File: config.mk
export PLATFORM = sky130hd
export DESIGN_NAME = tar_archive_deframer
export DESIGN_NICKNAME = d
export VERILOG_FILES = /design/src/hw/rtl/tad_pkg.sv /design/src/hw/rtl/tar_archive_deframer.sv /design/src/hw/rtl/tad_parser.sv /design/src/hw/rtl/tad_result_fifo.sv
export SDC_FILE = /design/constraint.sdc
export NUM_CORES = 1
export LEC_CHECK = 0
export BUFFER_PORTS_ARGS = -buffer_cell sky130_fd_sc_hd__buf_4
export CELL_PAD_IN_SITES_DETAIL_PLACEMENT = 0
export CELL_PAD_IN_SITES_GLOBAL_PLACEMENT = 1
export CORE_ASPECT_RATIO = 1.25
export CORE_MARGIN = 2
export CORE_UTILIZATION = 25
export CTS_BUF_LIST = sky130_fd_sc_hd__clkbuf_2 sky130_fd_sc_hd__clkbuf_4 sky130_fd_sc_hd__clkbuf_8
export DETAILED_ROUTE_END_ITERATION = 8
export MAX_ROUTING_LAYER = met4
export PLACE_DENSITY = 0.57
export RECOVER_POWER = 100
export SKIP_LAST_GASP = 1
export SLEW_MARGIN = 20
export SYNTH_ARGS = -nofsm -noshare
export SYNTH_HDL_FRONTEND = slang
export SYNTH_SLANG_ARGS = --single-unit
File: constraint.sdc
create_clock -name clk -period 5.8 [get_ports clk]
set_input_delay 0.87 -clock clk [delete_from_list [all_inputs] [get_ports clk]]
set_output_delay 0.87 -clock clk [all_outputs]
set_load 0.01 [all_outputs]
File: src/hw/rtl/tad_pkg.sv
// tad_pkg: types and constants shared by the tar deframer modules.
// No dependencies.
`timescale 1ns / 1ps

package tad_pkg;

	localparam int unsigned BLOCK_BYTES = 512;
	localparam int unsigned OFS_W       = $clog2(BLOCK_BYTES);

	localparam logic [OFS_W-1:0] OFS_SIZE  = OFS_W'(124);
	localparam logic [OFS_W-1:0] OFS_SIZE_END = OFS_W'(136);
	localparam logic [OFS_W-1:0] OFS_TYPE  = OFS_W'(156);
	localparam logic [OFS_W-1:0] OFS_MAGIC = OFS_W'(257);
	localparam logic [OFS_W-1:0] OFS_MAGIC_END = OFS_W'(265);
	localparam logic [OFS_W-1:0] OFS_LAST  = OFS_W'(BLOCK_BYTES - 1);

	localparam logic [7:0] CH_NUL   = 8'h00;
	localparam logic [7:0] CH_SPACE = 8'h20;
	localparam logic [7:0] CH_ZERO  = 8'h30;
	localparam logic [7:0] CH_SEVEN = 8'h37;

	localparam int unsigned SIZE_W  = 36;
	localparam int unsigned ENTRY_W = 16;

	typedef enum logic [1:0] {
		PH_HEADER,
		PH_DATA,
		PH_SKIP,
		PH_DEAD
	} phase_t;

	typedef enum logic [1:0] {
		SZ_PARSING,
		SZ_ENDED,
		SZ_BAD
	} size_status_t;

	typedef enum logic [1:0] {
		KIND_DATA,
		KIND_HEADER,
		KIND_DONE,
		KIND_BAD_MAGIC
	} kind_t;

	typedef struct packed {
		kind_t               kind;
		logic [7:0]          payload_byte;
		logic                last_of_file;
		logic [ENTRY_W-1:0]  entry_number;
		logic [7:0]          entry_type;
		logic [SIZE_W-1:0]   entry_size;
		logic                archive_valid;
	} result_t;

	// per-byte output of the parser: an entry result and an end-of-archive result
	typedef struct packed {
		logic    main_vld;
		result_t main;
		logic    done_vld;
		result_t done;
	} step_out_t;

	// expected magic "ustar  " followed by NUL
	function automatic logic [7:0] magic_byte(input logic [2:0] idx);
		logic [7:0] ch;
		case (idx)
			3'd0:    ch = 8'h75;
			3'd1:    ch = 8'h73;
			3'd2:    ch = 8'h74;
			3'd3:    ch = 8'h61;
			3'd4:    ch = 8'h72;
			3'd5:    ch = CH_SPACE;
			3'd6:    ch = CH_SPACE;
			default: ch = CH_NUL;
		endcase
		return ch;
	endfunction

endpackage

File: src/hw/rtl/tar_archive_deframer.sv
// tar_archive_deframer: top level of the ustar archive deframer.
// Depends on tad_pkg, tad_parser and tad_result_fifo.
//
// Usage:
//   s_axis: one archive byte per word. tdata[7:0] is the byte, tlast marks the
//   final byte of the archive (ends it and emits an archive-done word).
//   m_axis: result words. tuser[1:0] is the kind (data, header summary,
//   archive done, bad magic), tlast flags the last content byte of a file,
//   tdata carries the remaining fields (see port comment).
// Path: an accepted byte is held in the input stage register, parsed there
//   combinationally and written to the result queue when it advances.
// Throughput: one byte per cycle while the queue has room; the parser state
//   update is a single pass through one 36-bit shift/decrement per byte. A byte
//   gives at most two result words (entry result plus archive done).
// Stall: results wait in a small register queue of 2**FIFO_AW words; the
//   input stage stalls once fewer than two free slots remain, so a stalled
//   receiver backs up to s_axis_tready without losing words.
// Reset: arst_n clears the parser to the start of an archive and empties the
//   queue; no clearing pass is needed.
`timescale 1ns / 1ps

module tar_archive_deframer #(
	parameter int unsigned FIFO_AW = 2
) (
	input  logic        clk,
	input  logic        arst_n,
	input  logic        s_axis_tvalid,
	output logic        s_axis_tready,
	input  logic [7:0]  s_axis_tdata,   // data_byte
	input  logic        s_axis_tlast,   // end_of_input
	output logic        m_axis_tvalid,
	input  logic        m_axis_tready,
	output logic [71:0] m_axis_tdata,   // payload_byte, entry_number, entry_type,
	                                    // entry_size, archive_valid, 3 zero bits
	output logic        m_axis_tlast,   // last_of_file
	output logic [1:0]  m_axis_tuser    // kind
);
	import tad_pkg::*;

	logic        valid_s1;
	logic [7:0]  byte_s1;
	logic        last_s1;
	logic        room2;
	logic        advance;
	step_out_t   step_out;
	logic [1:0]  push_cnt;
	result_t     push_a;
	result_t     out_word;

	assign advance       = valid_s1 && room2;
	assign s_axis_tready = !valid_s1 || room2;

	always_ff @(posedge clk or negedge arst_n) begin
		if (!arst_n) begin
			valid_s1 <= 1'b0;
		end else if (s_axis_tready) begin
			valid_s1 <= s_axis_tvalid;
		end
	end

	always_ff @(posedge clk) begin
		if (s_axis_tready && s_axis_tvalid) begin
			byte_s1 <= s_axis_tdata;
			last_s1 <= s_axis_tlast;
		end
	end

	tad_parser u_parser (
		.clk          (clk),
		.arst_n       (arst_n),
		.step_en      (advance),
		.data_byte    (byte_s1),
		.end_of_input (last_s1),
		.step_out     (step_out)
	);

	// entry result goes first; archive done follows it in the same cycle
	always_comb begin
		push_cnt = '0;
		if (advance)
			push_cnt = {1'b0, step_out.main_vld} + {1'b0, step_out.done_vld};
		push_a = step_out.main_vld ? step_out.main : step_out.done;
	end

	tad_result_fifo #(
		.AW (FIFO_AW)
	) u_fifo (
		.clk      (clk),
		.arst_n   (arst_n),
		.push_cnt (push_cnt),
		.push_a   (push_a),
		.push_b   (step_out.done),
		.room2    (room2),
		.out_vld  (m_axis_tvalid),
		.out_rdy  (m_axis_tready),
		.out_word (out_word)
	);

	assign m_axis_tuser = out_word.kind;
	assign m_axis_tlast = out_word.last_of_file;
	assign m_axis_tdata = {3'b000, out_word.archive_valid, out_word.entry_size,
	                       out_word.entry_type, out_word.entry_number,
	                       out_word.payload_byte};

	// the parser only steps on a held byte
	assert property (@(posedge clk) disable iff (!arst_n)
		advance |-> valid_s1)
		else $error("tar_archive_deframer: step without byte");

	// a held byte that cannot advance stays in the input stage
	assert property (@(posedge clk) disable iff (!arst_n)
		(valid_s1 && !room2) |=> (valid_s1 && $stable(byte_s1) && $stable(last_s1)))
		else $error("tar_archive_deframer: input stage lost a byte");

endmodule

File: src/hw/rtl/tad_parser.sv
// tad_parser: per-byte header/data state machine of the tar deframer.
// Depends on tad_pkg.
`timescale 1ns / 1ps

module tad_parser (
	input  logic              clk,
	input  logic              arst_n,
	input  logic              step_en,
	input  logic [7:0]        data_byte,
	input  logic              end_of_input,
	output tad_pkg::step_out_t step_out
);
	import tad_pkg::*;

	logic [OFS_W-1:0]   offset_q, offset_d;
	phase_t             phase_q, phase_d;
	logic               nfz_q, nfz_d;
	logic               sfz_q, sfz_d;
	logic [7:0]         type_q, type_d;
	logic               magic_ok_q, magic_ok_d;
	logic [SIZE_W-1:0]  acc_q, acc_d;
	size_status_t       sst_q, sst_d;
	logic [SIZE_W-1:0]  remain_q, remain_d;
	logic [ENTRY_W-1:0] entry_q, entry_d;

	logic [7:0]         typ_norm;
	logic [SIZE_W-1:0]  size_eff;
	logic [OFS_W-1:0]   magic_idx;

	always_comb begin
		offset_d   = offset_q;
		phase_d    = phase_q;
		nfz_d      = nfz_q;
		sfz_d      = sfz_q;
		type_d     = type_q;
		magic_ok_d = magic_ok_q;
		acc_d      = acc_q;
		sst_d      = sst_q;
		remain_d   = remain_q;
		entry_d    = entry_q;
		step_out   = '0;
		typ_norm   = '0;
		size_eff   = '0;
		magic_idx  = offset_q - OFS_MAGIC;

		case (phase_q)
			PH_HEADER: begin
				if (offset_q == '0) begin
					sfz_d      = 1'b0;
					type_d     = '0;
					magic_ok_d = 1'b1;
					acc_d      = '0;
					sst_d      = SZ_PARSING;
					nfz_d      = (data_byte == CH_NUL);
				end
				if (offset_q == OFS_SIZE)
					sfz_d = (data_byte == CH_NUL);
				if (offset_q >= OFS_SIZE && offset_q < OFS_SIZE_END && sst_d == SZ_PARSING) begin
					if (data_byte == CH_NUL)
						sst_d = SZ_ENDED;
					else if (data_byte inside {[CH_ZERO:CH_SEVEN]})
						acc_d = {acc_d[SIZE_W-4:0], data_byte[2:0]};
					else if (data_byte != CH_SPACE)
						sst_d = SZ_BAD;
				end
				if (offset_q == OFS_TYPE)
					type_d = data_byte;
				if (offset_q >= OFS_MAGIC && offset_q < OFS_MAGIC_END &&
				    data_byte != magic_byte(magic_idx[2:0]))
					magic_ok_d = 1'b0;
				if (offset_q == OFS_LAST) begin
					typ_norm = (type_d == CH_NUL) ? CH_ZERO : type_d;
					size_eff = (sst_d == SZ_BAD) ? '0 : acc_d;
					if (nfz_d && sfz_d && type_d == CH_NUL) begin
						// empty header block: nothing reported
					end else if (!magic_ok_d) begin
						step_out.main_vld          = 1'b1;
						step_out.main.kind         = KIND_BAD_MAGIC;
						step_out.main.entry_number = entry_q;
						phase_d                    = PH_DEAD;
					end else begin
						step_out.main_vld          = 1'b1;
						step_out.main.kind         = KIND_HEADER;
						step_out.main.entry_number = entry_q;
						step_out.main.entry_type   = typ_norm;
						step_out.main.entry_size   = size_eff;
						entry_d                    = entry_q + 1'b1;
						remain_d                   = size_eff;
						if (size_eff != '0)
							phase_d = (typ_norm == CH_ZERO) ? PH_DATA : PH_SKIP;
					end
				end
				offset_d = offset_q + 1'b1;
			end
			PH_DATA, PH_SKIP: begin
				if (remain_q != '0) begin
					remain_d = remain_q - 1'b1;
					if (phase_q == PH_DATA) begin
						step_out.main_vld          = 1'b1;
						step_out.main.kind         = KIND_DATA;
						step_out.main.payload_byte = data_byte;
						step_out.main.last_of_file = (remain_d == '0);
						step_out.main.entry_number = entry_q - 1'b1;
					end
				end
				if (offset_q == OFS_LAST && remain_d == '0)
					phase_d = PH_HEADER;
				offset_d = offset_q + 1'b1;
			end
			default: begin
				// dead after a magic error: bytes are dropped
			end
		endcase

		if (end_of_input) begin
			step_out.done_vld           = 1'b1;
			step_out.done.kind          = KIND_DONE;
			step_out.done.entry_number  = entry_d;
			step_out.done.archive_valid = (phase_d != PH_DEAD);
			offset_d   = '0;
			phase_d    = PH_HEADER;
			nfz_d      = 1'b0;
			sfz_d      = 1'b0;
			type_d     = '0;
			magic_ok_d = 1'b1;
			acc_d      = '0;
			sst_d      = SZ_PARSING;
			remain_d   = '0;
			entry_d    = '0;
		end
	end

	always_ff @(posedge clk or negedge arst_n) begin
		if (!arst_n) begin
			offset_q   <= '0;
			phase_q    <= PH_HEADER;
			nfz_q      <= 1'b0;
			sfz_q      <= 1'b0;
			type_q     <= '0;
			magic_ok_q <= 1'b1;
			acc_q      <= '0;
			sst_q      <= SZ_PARSING;
			remain_q   <= '0;
			entry_q    <= '0;
		end else if (step_en) begin
			offset_q   <= offset_d;
			phase_q    <= phase_d;
			nfz_q      <= nfz_d;
			sfz_q      <= sfz_d;
			type_q     <= type_d;
			magic_ok_q <= magic_ok_d;
			acc_q      <= acc_d;
			sst_q      <= sst_d;
			remain_q   <= remain_d;
			entry_q    <= entry_d;
		end
	end

	// once dead, only the end-of-archive word may come out
	assert property (@(posedge clk) disable iff (!arst_n)
		(phase_q == PH_DEAD) |-> !step_out.main_vld)
		else $error("tad_parser: entry result while dead");

	// entering the data phase from a header always loads a nonzero byte count
	assert property (@(posedge clk) disable iff (!arst_n)
		(step_en && phase_q == PH_HEADER && phase_d == PH_DATA && !end_of_input)
		|-> (remain_d != '0))
		else $error("tad_parser: data phase entered with zero size");

	// a dead parser leaves only through end of input
	assert property (@(posedge clk) disable iff (!arst_n)
		(phase_q == PH_DEAD && !(step_en && end_of_input)) |=> (phase_q == PH_DEAD))
		else $error("tad_parser: left dead phase without end of input");

endmodule

File: src/hw/rtl/tad_result_fifo.sv
// tad_result_fifo: small register queue for result words, up to two pushes a cycle.
// Depends on tad_pkg.
`timescale 1ns / 1ps

module tad_result_fifo #(
	parameter int unsigned AW = 2
) (
	input  logic              clk,
	input  logic              arst_n,
	input  logic [1:0]        push_cnt,
	input  tad_pkg::result_t  push_a,
	input  tad_pkg::result_t  push_b,
	output logic              room2,
	output logic              out_vld,
	input  logic              out_rdy,
	output tad_pkg::result_t  out_word
);
	import tad_pkg::*;

	localparam int unsigned DEPTH = 1 << AW;

	result_t        mem_q [DEPTH];
	logic [AW-1:0]  wr_ptr_q, rd_ptr_q;
	logic [AW:0]    count_q;
	logic           pop;
	logic [AW-1:0]  wr_ptr_b;

	assign pop      = out_vld && out_rdy;
	assign out_vld  = (count_q != '0);
	assign out_word = mem_q[rd_ptr_q];
	assign room2    = (count_q <= (AW+1)'(DEPTH - 2));
	assign wr_ptr_b = wr_ptr_q + 1'b1;

	always_ff @(posedge clk) begin
		if (push_cnt != 2'd0)
			mem_q[wr_ptr_q] <= push_a;
		if (push_cnt == 2'd2)
			mem_q[wr_ptr_b] <= push_b;
	end

	always_ff @(posedge clk or negedge arst_n) begin
		if (!arst_n) begin
			wr_ptr_q <= '0;
			rd_ptr_q <= '0;
			count_q  <= '0;
		end else begin
			wr_ptr_q <= wr_ptr_q + AW'(push_cnt);
			if (pop)
				rd_ptr_q <= rd_ptr_q + 1'b1;
			count_q <= count_q + (AW+1)'(push_cnt) - (AW+1)'(pop);
		end
	end

	assert property (@(posedge clk) disable iff (!arst_n)
		count_q <= (AW+1)'(DEPTH))
		else $error("tad_result_fifo: count beyond depth");

	assert property (@(posedge clk) disable iff (!arst_n)
		(push_cnt != 2'd0) |-> room2)
		else $error("tad_result_fifo: push without room");

endmodule
==> results of run 1 <==
state kept, by name, summed over array words and instances, names as in the netlist, 3 cells and up:
register           count
u_parser.offset_q      9
u_parser.entry_q      16
u_parser.type_q        8
u_fifo.count_q         3
byte_s1                8
u_fifo.mem_q         288
u_parser.remain_q     36
u_parser.acc_q        36
metal layers:
metal / share of wire / routed length, um / vias up / GRT usage
met3: 0.051 / 3670 / 122 / 0.0252
met5: 0 / 0 / - / -
li1: - / - / 7765 / -
met2: 0.49 / 35300 / 505 / 0.284
met1: 0.42 / 29900 / 8504 / 0.207
met4: 0.036 / 2540 / 0 / 0.0682
worst paths after layout:
| path | cells past startpoint | start | slack, ns | end |
|---|---|---|---|---|
| hold reg to reg | 2 | u_fifo.mem_q[3][37]$_SDFFE_PP0P_ | 0.45 | u_fifo.mem_q[3][37]$_SDFFE_PP0P_ |
| setup / recovery | 16 | u_parser.offset_q[1]$_DFFE_PN0P_ | 0.67 | u_fifo.mem_q[1][54]$_DFFE_PP_ |
| setup reg to reg | 16 | u_parser.offset_q[1]$_DFFE_PN0P_ | 0.67 | u_fifo.mem_q[1][54]$_DFFE_PP_ |
| hold / removal | 1 | arst_n | 0.28 | u_parser.remain_q[14]$_DFFE_PN0P_ |
| max in group asynchronous | 2 | arst_n | 2.57 | u_parser.acc_q[9]$_DFFE_PN0P_ |
| min in group clk | 2 | s_axis_tvalid | 0.43 | valid_s1$_DFFE_PN0N_ |
cells by family after synthesis:
| kind of cell | after synthesis | synth area share |
|---|---|---|
| mux | 127 | 0.106 |
| compound gates | 602 | 0.201 |
| xor+xnor | 40 | 0.0170 |
| buf+inv | 190 | 0.0378 |
| simple gates | 640 | 0.152 |
| other cells | 1 | 0.000182 |
| fa+ha+maj | 21 | 0.0131 |
| flops | 417 | 0.474 |
cell usage in the layout (no fill, tap or decap), types with 30 or more instances in the layout:
master and n:
nand2_1 254, dfxtp_1 216, o21ai_0 203, a22o_1 161, nor2_1 133, dfrtp_1 118, clkbuf_8 96, clkbuf_1 92
edfxtp_1 81, mux4_2 72, o22ai_1 62, nor3_1 52, buf_4 50, mux2i_1 49, a21oi_1 49, nand3_1 34
inv_1 31, nor4_1 30
worst max-delay path, cell delays in order (launching register included):
cell and delay (ns):
dfrtp_1 0.48, inv_1 0.17, ha_1 0.27, nor4b_4 0.33
o21ai_0 0.46, a22o_1 0.43, o311ai_4 0.33, a21o_1 0.20
inv_1 0.09, ha_1 0.35, o21ai_0 0.24, clkbuf_1 0.25
nor2_1 0.12, a21oi_2 0.14, clkbuf_1 0.49, nand2b_1 0.36
o22ai_1 0.16
area by class of cell:
class	count	area share
flip-flops and latches	417	0.411
diodes	1	0.000105
repair buffers	147	0.0329
clock inverters	16	0.00674
multi-input cells	1433	0.424
well taps	1071	0.0564
clock buffers	120	0.0632
inverters	31	0.00490
through the flow:
step / total power [mW] / cell area, um^2 / utilization / setup WS (ns) / cells
after floorplan: 4.60 / 20600 / - / 0.882 / 2040
after global placement: 5.38 / 22500 / 0.276 / 1.09 / 3099
after detailed placement: 5.40 / 22500 / 0.276 / 0.972 / 3099
after CTS: 8.50 / 24100 / 0.296 / 0.950 / 3235
after global routing: 8.69 / 23700 / 0.291 / 0.338 / 3236
final: 8.29 / 23700 / 0.291 / 0.670 / 3236
power by group through the flow:
| stage | clock network, mW | registers, mW | logic (mW) |
|---|---|---|---|
| floorplan | 0 | 3.21 | 1.39 |
| global placement | 0 | 3.39 | 1.99 |
| detailed placement | 0 | 3.40 | 2.00 |
| CTS | 3.15 | 3.34 | 2.01 |
| global route | 3.27 | 3.36 | 2.06 |
| finish | 3.06 | 3.33 | 1.90 |
==> impl_metrics.csv, run 1 <==
group,metric,value,unit
run_status,status,"finished with violations",
run_status,violations,"max-capacitance violations, max-slew violations",
clock_network,cts_tree,"yes",
pwr,leakage,8.47,nW
floorplanning,start_util,0.253,
timing,tns,0,ns
timing,rsz0062_at_grt,"false",
clock_network,ctsResizeCount,0,
pwr,internal-power,5.46,mW
logic_synthesis,synthFlopType,"dfxtp_1",
drt,routedWlPerCell,22.1,um
timing,timing.final.crit_share,0.884,
critical_path,cp_max_fo,10,
timing,max_freq,195,MHz
logic_synthesis,synthCells,2038,
cells_and_area,multi_input_area,10100,um^2
floorplanning,ios,90,
clock_network,root_buffer,"clkbuf_8",
grt,grt_max_degree,77,
pwr,swShare,0.342,
clock_network,htreeDepth,3,
logic_synthesis,synth.distinct_cells,89,
floorplanning,core-area,81500,um^2
logic_synthesis,ys_ff_latch,417,
timing,setup_viol,0,
cells_and_area,layout-drive-gt1-share,0.144,
grt,grt_pass1_wl,108000,um
timing,drv_slew,134,
logic_synthesis,ys_warn_count,0,
timing,hold_viol_final,0,
floorplanning,die_x,261,um
timing,max_slew_margin,-0.860,
critical_path,worstPathRequired,6.19,ns
logic_synthesis,ys_seq_area_frac,0.474,
timing,period_needed,5.13,ns
cells_and_area,fin_nets,2141,
floorplanning,die-area,84700,um^2
worst_hold_path,hold_path_class,"in -> async",
clock_network,clkTransAtPathRegs,0.06,ns
pwr,max-vdd-ir-drop,0.192,mV
drt,drtIter0Drc,1348,
place,place_congestion,0.868,
logic_synthesis,syn_avg_cell_area,10.1,um^2
logic_synthesis,synth_area_leaders,"dfxtp_1 (21%), dfrtp_1 (14%), edfxtp_1 (12%), mux4_2 (7.9%), a22o_1 (6.8%)",
critical_path,critical_path.endpoint_type,"register",
critical_path,crit_arrival,5.52,ns
logic_synthesis,synth_edf_count,81,
clock_network,postCtsSetupBuffers,0,
drt,vias_per_cell,5.22,
logic_synthesis,synth_top_area_frac,0.210,
drt,final_antenna_net_count,0,
drt,drcViolationCount,0,
cells_and_area,area_growth,15.3,%
clock_network,cts.sinks,417,
cells_and_area,fill_cells,8517,
drt,drt_wl_total,71400,um
drt,vias,16900,
clock_network,cts_hold_buf,0,
logic_synthesis,synthTopCellsByCount,"nand2_1 (254), dfxtp_1 (216), o21ai_0 (193)",
place,place.port_buffers,86,
pwr,clockPowerShare,0.369,
flow_run,drv_cap,3,
grt,antenna_found_initial,3,
pwr,switchingPower,2.83,mW
pwr,p_per_area,349,nW/um^2
pwr,seq_power_share,0.401,
floorplanning,rows,117,
timing,hold_slack,0.278,ns
logic_synthesis,yosysMostFrequentCell,"nand2_1",
timing,skew,0.0427,ns
clock_network,cts_made_buffers,77,
place,hpwl,48100,um
grt,first_global_vias,17100,
floorplanning,die_h,325,um
pwr,pwr-share-comb,0.229,
critical_path,crit_type,"reg -> reg",
drt,dr.pass1.iters,5,
logic_synthesis,synth_top_area_cell,"dfxtp_1",
clock_network,clk_latency,0.68,ns
logic_synthesis,synth.cell_area,20600,um^2
grt,grt_usage,0.171,
critical_path,cp-start-kind,"register",
timing,worstMarginPinSlew,2.79,ns
clock_network,clk_path_buf_depth,3,
cells_and_area,regArea,9760,um^2
logic_synthesis,synthArstFlopShare,0.288,
grt,overflow,0,
Power figures use the tool's default switching activity.
==> run 2: changes to the inputs <==
Settings changed: CORE_MARGIN 2 to not set.
==> run 2 against run 1 <==
Against the previous run:
- the flow still finishes with violations (max-capacitance violations, max-slew violations)
- final cell count is 0.15% lower
- via count is 0.73% lower
- critical endpoint is now u_fifo.mem_q[0][58]$_DFFE_PP_
- register-to-register slack worse by 0.02 ns
- flip-flop and latch count stayed put
- clock skew is 0.011 ns lower
- combinational power is 4% lower
- sequential share of layout area is 0.11 points higher
- wire length is 1.9% lower
- global-route usage is 0.16 points higher
- sequential power hardly changed
- clock-buffer cell count is 1 higher
==> impl_metrics.csv, run 2 (synthesis gave the netlist of run 1 again) <==
group,metric,value,unit
flow_run,drv_cap,3,
timing,setup_ws,0.647,ns
place,dpl-instance-area,22400,um^2
clock_network,cts_tree,"yes",
critical_path,ff2ff_path_depth,11,
clock_network,cts_hold_buf,0,
timing,worstMarginPinSlew,2.87,ns
place,place_congestion,0.855,
grt,grt_pass1_wl,107000,um
drt,drt_wl_total,70100,um
grt,antenna_found_initial,1,
timing,max_freq,194,MHz
drt,routedWlPerCell,21.7,um
grt,grt_usage,0.173,
critical_path,worstPathRequired,6.19,ns
cells_and_area,biggestRegsByFlops,"u_fifo.mem_q: 288 flops, u_parser.acc_q: 36 flops, u_parser.remain_q: 36 flops",
floorplanning,core-area,81500,um^2
cells_and_area,final_cell_mix,"nand2_1 (254), dfxtp_1 (216), o21ai_0 (200), a22o_1 (160), nor2_1 (134)",
clock_network,cts.sinks,417,
timing,tns,0,ns
cells_and_area,largest_reg_flops,288,
clock_network,postCtsSetupBuffers,0,
grt,use_met1,0.210,
critical_path,crit_chain,"inv_1 -> ha_1 -> nor4b_4 -> and2_0 -> nor2_1 -> or4_1 -> o22a_1 -> nor4b_1 -> a21oi_1 -> o21ai_0 -> o22ai_1",
drt,vias,16800,
critical_path,crit_arrival,5.55,ns
clock_network,clkTransAtPathRegs,0.06,ns
critical_path,slowest_delay,1.29,ns
drt,final_antenna_net_count,0,
pwr,leakage,8.45,nW
floorplanning,ios,90,
cells_and_area,regMostFlops,"u_fifo.mem_q",
place,pre_cts_slack,0.872,ns
clock_network,clk_latency,0.68,ns
timing,period_needed,5.15,ns
place,place.port_buffers,86,
grt,globalRouteMet3Util,0.0277,
grt,grt_busiest_layer,"met2",
critical_path,cp_slowest_cell,"nor4b_1",
worst_hold_path,hold_path_class,"in -> async",
drt,drtIter0Drc,1442,
grt,grt_max_degree,78,
timing,drv_slew,114,
critical_path,reg2reg_from,"u_parser.offset_q[1]$_DFFE_PN0P_",
pwr,p_per_area,348,nW/um^2
cells_and_area,postLayoutCellArea,23700,um^2
cells_and_area,fill_cells,8486,
floorplanning,start_util,0.253,
clock_network,root_buffer,"clkbuf_8",
timing,skew,0.0321,ns
drt,drcViolationCount,0,
clock_network,cts_made_buffers,77,
clock_network,ctsResizeCount,0,
timing,timing.final.crit_share,0.889,
floorplanning,rows,117,
critical_path,reg2reg_to,"u_fifo.mem_q[0][58]$_DFFE_PP_",
grt,overflow,0,
pwr,finalPower,8.23,mW
cells_and_area,multi_input_area,10100,um^2
drt,vias_per_cell,5.19,
pwr,max-vdd-ir-drop,0.178,mV
floorplanning,die_x,259,um
critical_path,cp-start-kind,"register",
critical_path,crit_type,"reg -> reg",
timing,hold_viol_final,0,
clock_network,clk_path_buf_depth,3,
timing,setup_viol,0,
place,hpwl,47500,um
cells_and_area,area_growth,15.0,%
run_status,status,"finished with violations",
cells_and_area,regArea,9760,um^2
timing,max_slew_margin,-0.911,
critical_path,r2r_slack,0.65,ns
floorplanning,die-area,83600,um^2
critical_path,critical_path.endpoint_type,"register",
cells_and_area,layout-drive-gt1-share,0.145,
run_status,violations,"max-capacitance violations, max-slew violations",
timing,rsz0062_at_grt,"false",
grt,grt_util_met2,0.286,
floorplanning,die_h,323,um
cells_and_area,layout_commonest_cell,"nand2_1",
drt,dr.pass1.iters,5,
cells_and_area,fin_nets,2133,
critical_path,cp_max_fo,12,
clock_network,htreeDepth,3,
grt,first_global_vias,16800,
==> run 2: area by class of cell <==
cell class	instances	share of cell area
flip-flops and latches	417	0.412
clock inverters	18	0.00613
well taps	1071	0.0566
clock buffers	121	0.0640
inverters	31	0.00491
diodes	1	0.000106
multi-input cells	1433	0.425
repair buffers	139	0.0312
==> run 2: per-stage QoR <==
| stage | hold WS, ns | instances | util |
|---|---|---|---|
| after floorplan | 0.420 | 2040 | - |
| after global placement | 0.429 | 3091 | 0.275 |
| after detailed placement | 0.440 | 3091 | 0.275 |
| after CTS | 0.252 | 3230 | 0.295 |
| after global routing | 0.305 | 3231 | 0.290 |
| final | 0.244 | 3231 | 0.290 |
==> run 2: how the worst max path moves through the flow <==
| stage | startpoint | to | slack [ns] | cells after the start |
|---|---|---|---|---|
| after global placement | u_parser.offset_q[1]$_DFFE_PN0P_ | u_fifo.mem_q[3][53]$_DFFE_PP_ | 1.07 | 13 |
| final | u_parser.offset_q[1]$_DFFE_PN0P_ | u_fifo.mem_q[0][58]$_DFFE_PP_ | 0.65 | 11 |
| after global routing | u_parser.offset_q[1]$_DFFE_PN0P_ | u_fifo.mem_q[3][71]$_DFFE_PP_ | 0.30 | 13 |
| after floorplan | u_parser.offset_q[1]$_DFFE_PN0P_ | u_fifo.mem_q[0][0]$_DFFE_PP_ | 0.88 | 17 |
| after detailed placement | u_parser.offset_q[1]$_DFFE_PN0P_ | u_fifo.mem_q[3][53]$_DFFE_PP_ | 0.87 | 13 |
| after CTS | u_parser.offset_q[1]$_DFFE_PN0P_ | u_fifo.mem_q[3][46]$_DFFE_PP_ | 0.87 | 13 |
==> run 2: layer usage <==
metal	wire length, um	share of wire	up-vias
met3	3480	0.050	120
met2	34500	0.49	504
met1	29900	0.43	8380
li1	-	-	7768
met4	2210	0.032	0
met5	0	0	-
==> run 2: worst max-delay path: cells and delay by family (launching register included) <==
kind | cells | cell delay (ns)
adder cells (fa/ha/maj) | 1 | 0.28
buffers and inverters | 1 | 0.17
AO/OA/AOI/OAI | 4 | 1.35
flip-flops | 1 | 0.47
AND/OR/NAND/NOR | 5 | 2.59
==> run 2: power by group <==
group	switching (mW)	leakage (nW)	internal (mW)
sequential	0.242	4.05	3.11
clock	1.33	0.893	1.72
combinational	1.24	3.51	0.594
==> run 3: changes to the inputs <==
Settings changed: PLACE_DENSITY 0.57 to 0.56, SYNTH_HIERARCHICAL set to 1.
==> run 3 against run 2 <==
Against the previous run:
- the run still ends with max-capacitance violations, max-slew violations left
- clock power is 15% lower
- sequential power is 14% higher
- non-clock buffer count is 8 lower
- critical path type is now reg -> out
- critical endpoint is now m_axis_tdata[68]
==> impl_metrics.csv, run 3 <==
group,metric,value,unit
run_status,status,"finished with violations",
run_status,violations,"max-capacitance violations, max-slew violations",
drt,final_antenna_net_count,0,
timing,setup_viol,0,
pwr,switchingPower,3.02,mW
clock_network,root_buffer,"clkbuf_8",
clock_network,cts_made_buffers,68,
cells_and_area,fin_nets,2068,
drt,drtIter0Drc,1102,
drt,drcViolationCount,0,
logic_synthesis,synthArstFlopShare,0.288,
clock_network,cts_tree,"yes",
drt,vias,16600,
place,place.port_buffers,86,
floorplanning,ios,90,
logic_synthesis,synth_fa_ha_area_frac,0.0101,
floorplanning,start_util,0.253,
drt,drt_wl_total,73100,um
timing,tns,0,ns
drt,vias_per_cell,4.87,
cells_and_area,regMostFlops,"u_fifo/mem_q",
timing,hold_viol_final,0,
grt,globalRouteMet3Util,0.0212,
logic_synthesis,synth_compound_area_frac,0.0850,
clock_network,cts.sinks,417,
place,hpwl,47300,um
timing,skew,0.0446,ns
grt,grt_busiest_layer,"met2",
logic_synthesis,yosys.area_share.simple,0.0955,
pwr,p_per_area,319,nW/um^2
clock_network,clk_latency,0.67,ns
timing,rsz0062_at_grt,"false",
worst_hold_path,hold_path_class,"in -> reg",
floorplanning,core-area,101000,um^2
pwr,clockPowerShare,0.294,
timing,max_freq,195,MHz
pwr,finalPower,8.83,mW
logic_synthesis,synthFlopType,"edfxtp_1",
critical_path,cp-start-kind,"register",
logic_synthesis,synth.distinct_cells,88,
critical_path,cp_max_fo,51,
cells_and_area,biggestRegsByFlops,"u_fifo/mem_q: 288 flops, u_parser/acc_q: 36 flops, u_parser/remain_q: 36 flops",
grt,overflow,0,
logic_synthesis,synthTopCellsByCount,"edfxtp_1 (297), mux2_4 (209), mux2_2 (145)",
logic_synthesis,synth.cell_area,25600,um^2
grt,use_met1,0.178,
logic_synthesis,ys_warn_count,6,
timing,worstMarginPinSlew,3.44,ns
clock_network,htreeDepth,3,
floorplanning,die-area,104000,um^2
place,dpl-instance-area,27300,um^2
timing,hold_slack,0.414,ns
logic_synthesis,syn_avg_cell_area,12.9,um^2
timing,setup_ws,0.681,ns
critical_path,crit_type,"reg -> out",
floorplanning,die_h,360,um
place,dpl.cell_count,3285,
grt,grt_util_met2,0.241,
logic_synthesis,synthCells,1984,
cells_and_area,utilization,0.274,
logic_synthesis,synth-xor-area-share,0.0161,
place,place_congestion,0.877,
logic_synthesis,ys_ff_latch,417,
grt,first_global_vias,17500,
grt,antenna_found_initial,5,
cells_and_area,layout-drive-gt1-share,0.217,
place,pre_cts_slack,1.02,ns
logic_synthesis,synth_top_family_by_area,"multiplexers",
logic_synthesis,ys_seq_area_frac,0.466,
cells_and_area,stdcell_count,3412,
timing,period_needed,5.12,ns
logic_synthesis,yosysMostFrequentCell,"edfxtp_1",
pwr,max-vdd-ir-drop,0.160,mV
logic_synthesis,synth_edf_count,297,
critical_path,critical_path.endpoint_type,"output port",
clock_network,clkTransAtPathRegs,0.06,ns
clock_network,cts_hold_buf,0,
logic_synthesis,muxShareOfSynthArea,0.269,
floorplanning,rows,130,
clock_network,clk_path_buf_depth,3,
grt,grt_usage,0.144,
critical_path,crit_arrival,4.25,ns
floorplanning,die_x,288,um
timing,drv_slew,199,
logic_synthesis,synth_top_area_cell,"edfxtp_1",
drt,routedWlPerCell,21.4,um
timing,timing.final.crit_share,0.883,
cells_and_area,area_growth,8.28,%
pwr,leakage,9.68,nW
cells_and_area,layout_commonest_cell,"edfxtp_1",
pwr,seq_power_share,0.433,
clock_network,ctsResizeCount,0,
pwr,swShare,0.342,
cells_and_area,largest_reg_flops,288,
drt,dr.pass1.iters,7,
cells_and_area,postLayoutCellArea,27700,um^2
pwr,internal-power,5.81,mW
logic_synthesis,synth_top_area_frac,0.349,
timing,max_slew_margin,-1.29,
critical_path,worstPathRequired,4.93,ns
flow_run,drv_cap,5,
grt,grt_pass1_wl,111000,um
grt,grt_max_degree,73,
logic_synthesis,synth_area_leaders,"edfxtp_1 (35%), mux2_4 (12%), dfrtp_1 (12%), mux2_2 (6.4%), mux4_2 (6.3%)",
clock_network,postCtsSetupBuffers,0,
cells_and_area,final_cell_mix,"edfxtp_1 (297), mux2_1 (165), mux2_2 (145), nor2_1 (125), dfrtp_1 (118)",
pwr,pwr-share-comb,0.273,
[run 3: cell types whose count changed after synthesis, sizes merged, moves of 107 or more]
cell,delta
edfxtp,+216
a22o,-107
o21ai,-122
mux2,+355
dfxtp,-216
nand2,-180
[run 3: area by class of cell]
type | count | area (um^2)
Clock buffer | 93 | 1170
Antenna cell | 4 | 10.0
Fill cell | 10500 | 73300
Clock inverter | 30 | 169
Sequential cell | 417 | 11900
Tap cell | 1320 | 1650
Multi-Input combinational cell | 1377 | 11800
Inverter | 40 | 150
Timing Repair Buffer | 131 | 807
[run 3: path summary, 6_finish.rpt]
kind                                                   from                                 to  slack [ns]  cells after the start
max in group asynchronous                            arst_n    u_parser/entry_q[0]$_DFFE_PN0P_        1.37                      2
max                          u_fifo/rd_ptr_q[1]$_DFFE_PN0P_                   m_axis_tdata[68]        0.68                      3
max reg2reg                u_parser/offset_q[0]$_DFFE_PN0P_      u_fifo/mem_q[2][56]$_DFFE_PP_        0.76                     12
min in group asynchronous                            arst_n  u_parser/remain_q[20]$_DFFE_PN0P_        1.36                      1
min reg2reg                      u_parser/nfz_q$_DFFE_PN0P_         u_parser/nfz_q$_DFFE_PN0P_        0.50                      1
min                                         s_axis_tdata[0]               byte_s1[0]$_DFFE_PP_        0.41                      1
[run 3: power groups by stage]
stage / Clock, mW / Combinational [mW] / Sequential, mW
2_1_floorplan: 0 / 1.81 / 3.63
4_1_cts: 2.69 / 2.72 / 3.85
3_5_place_dp: 0 / 2.71 / 3.91
5_1_grt: 2.82 / 2.62 / 3.88
6_report: 2.59 / 2.41 / 3.83
3_3_place_gp: 0 / 2.70 / 3.89
[run 3: cell families after synthesis]
family / Yosys count
AO/OA/AOI/OAI: 309
XOR/XNOR: 47
adder cells (fa/ha/maj): 20
buffers and inverters: 246
flip-flops: 417
multiplexers: 473
other: 2
AND/OR/NAND/NOR: 470
[run 3: worst max-delay path, stage by stage (launching register included)]
cell      delay [ns]
dfrtp_1         2.32
buf_4           0.65
mux4_2          0.42
clkbuf_1        0.16
[run 3: routing by layer]
metal  share of wire  up-vias  wire length, um
met1            0.44     8477            32500
li1                -     7647                -
met2            0.50      370            36400
met3           0.036      120             2660
met5               0        -                0
met4           0.021        0             1520
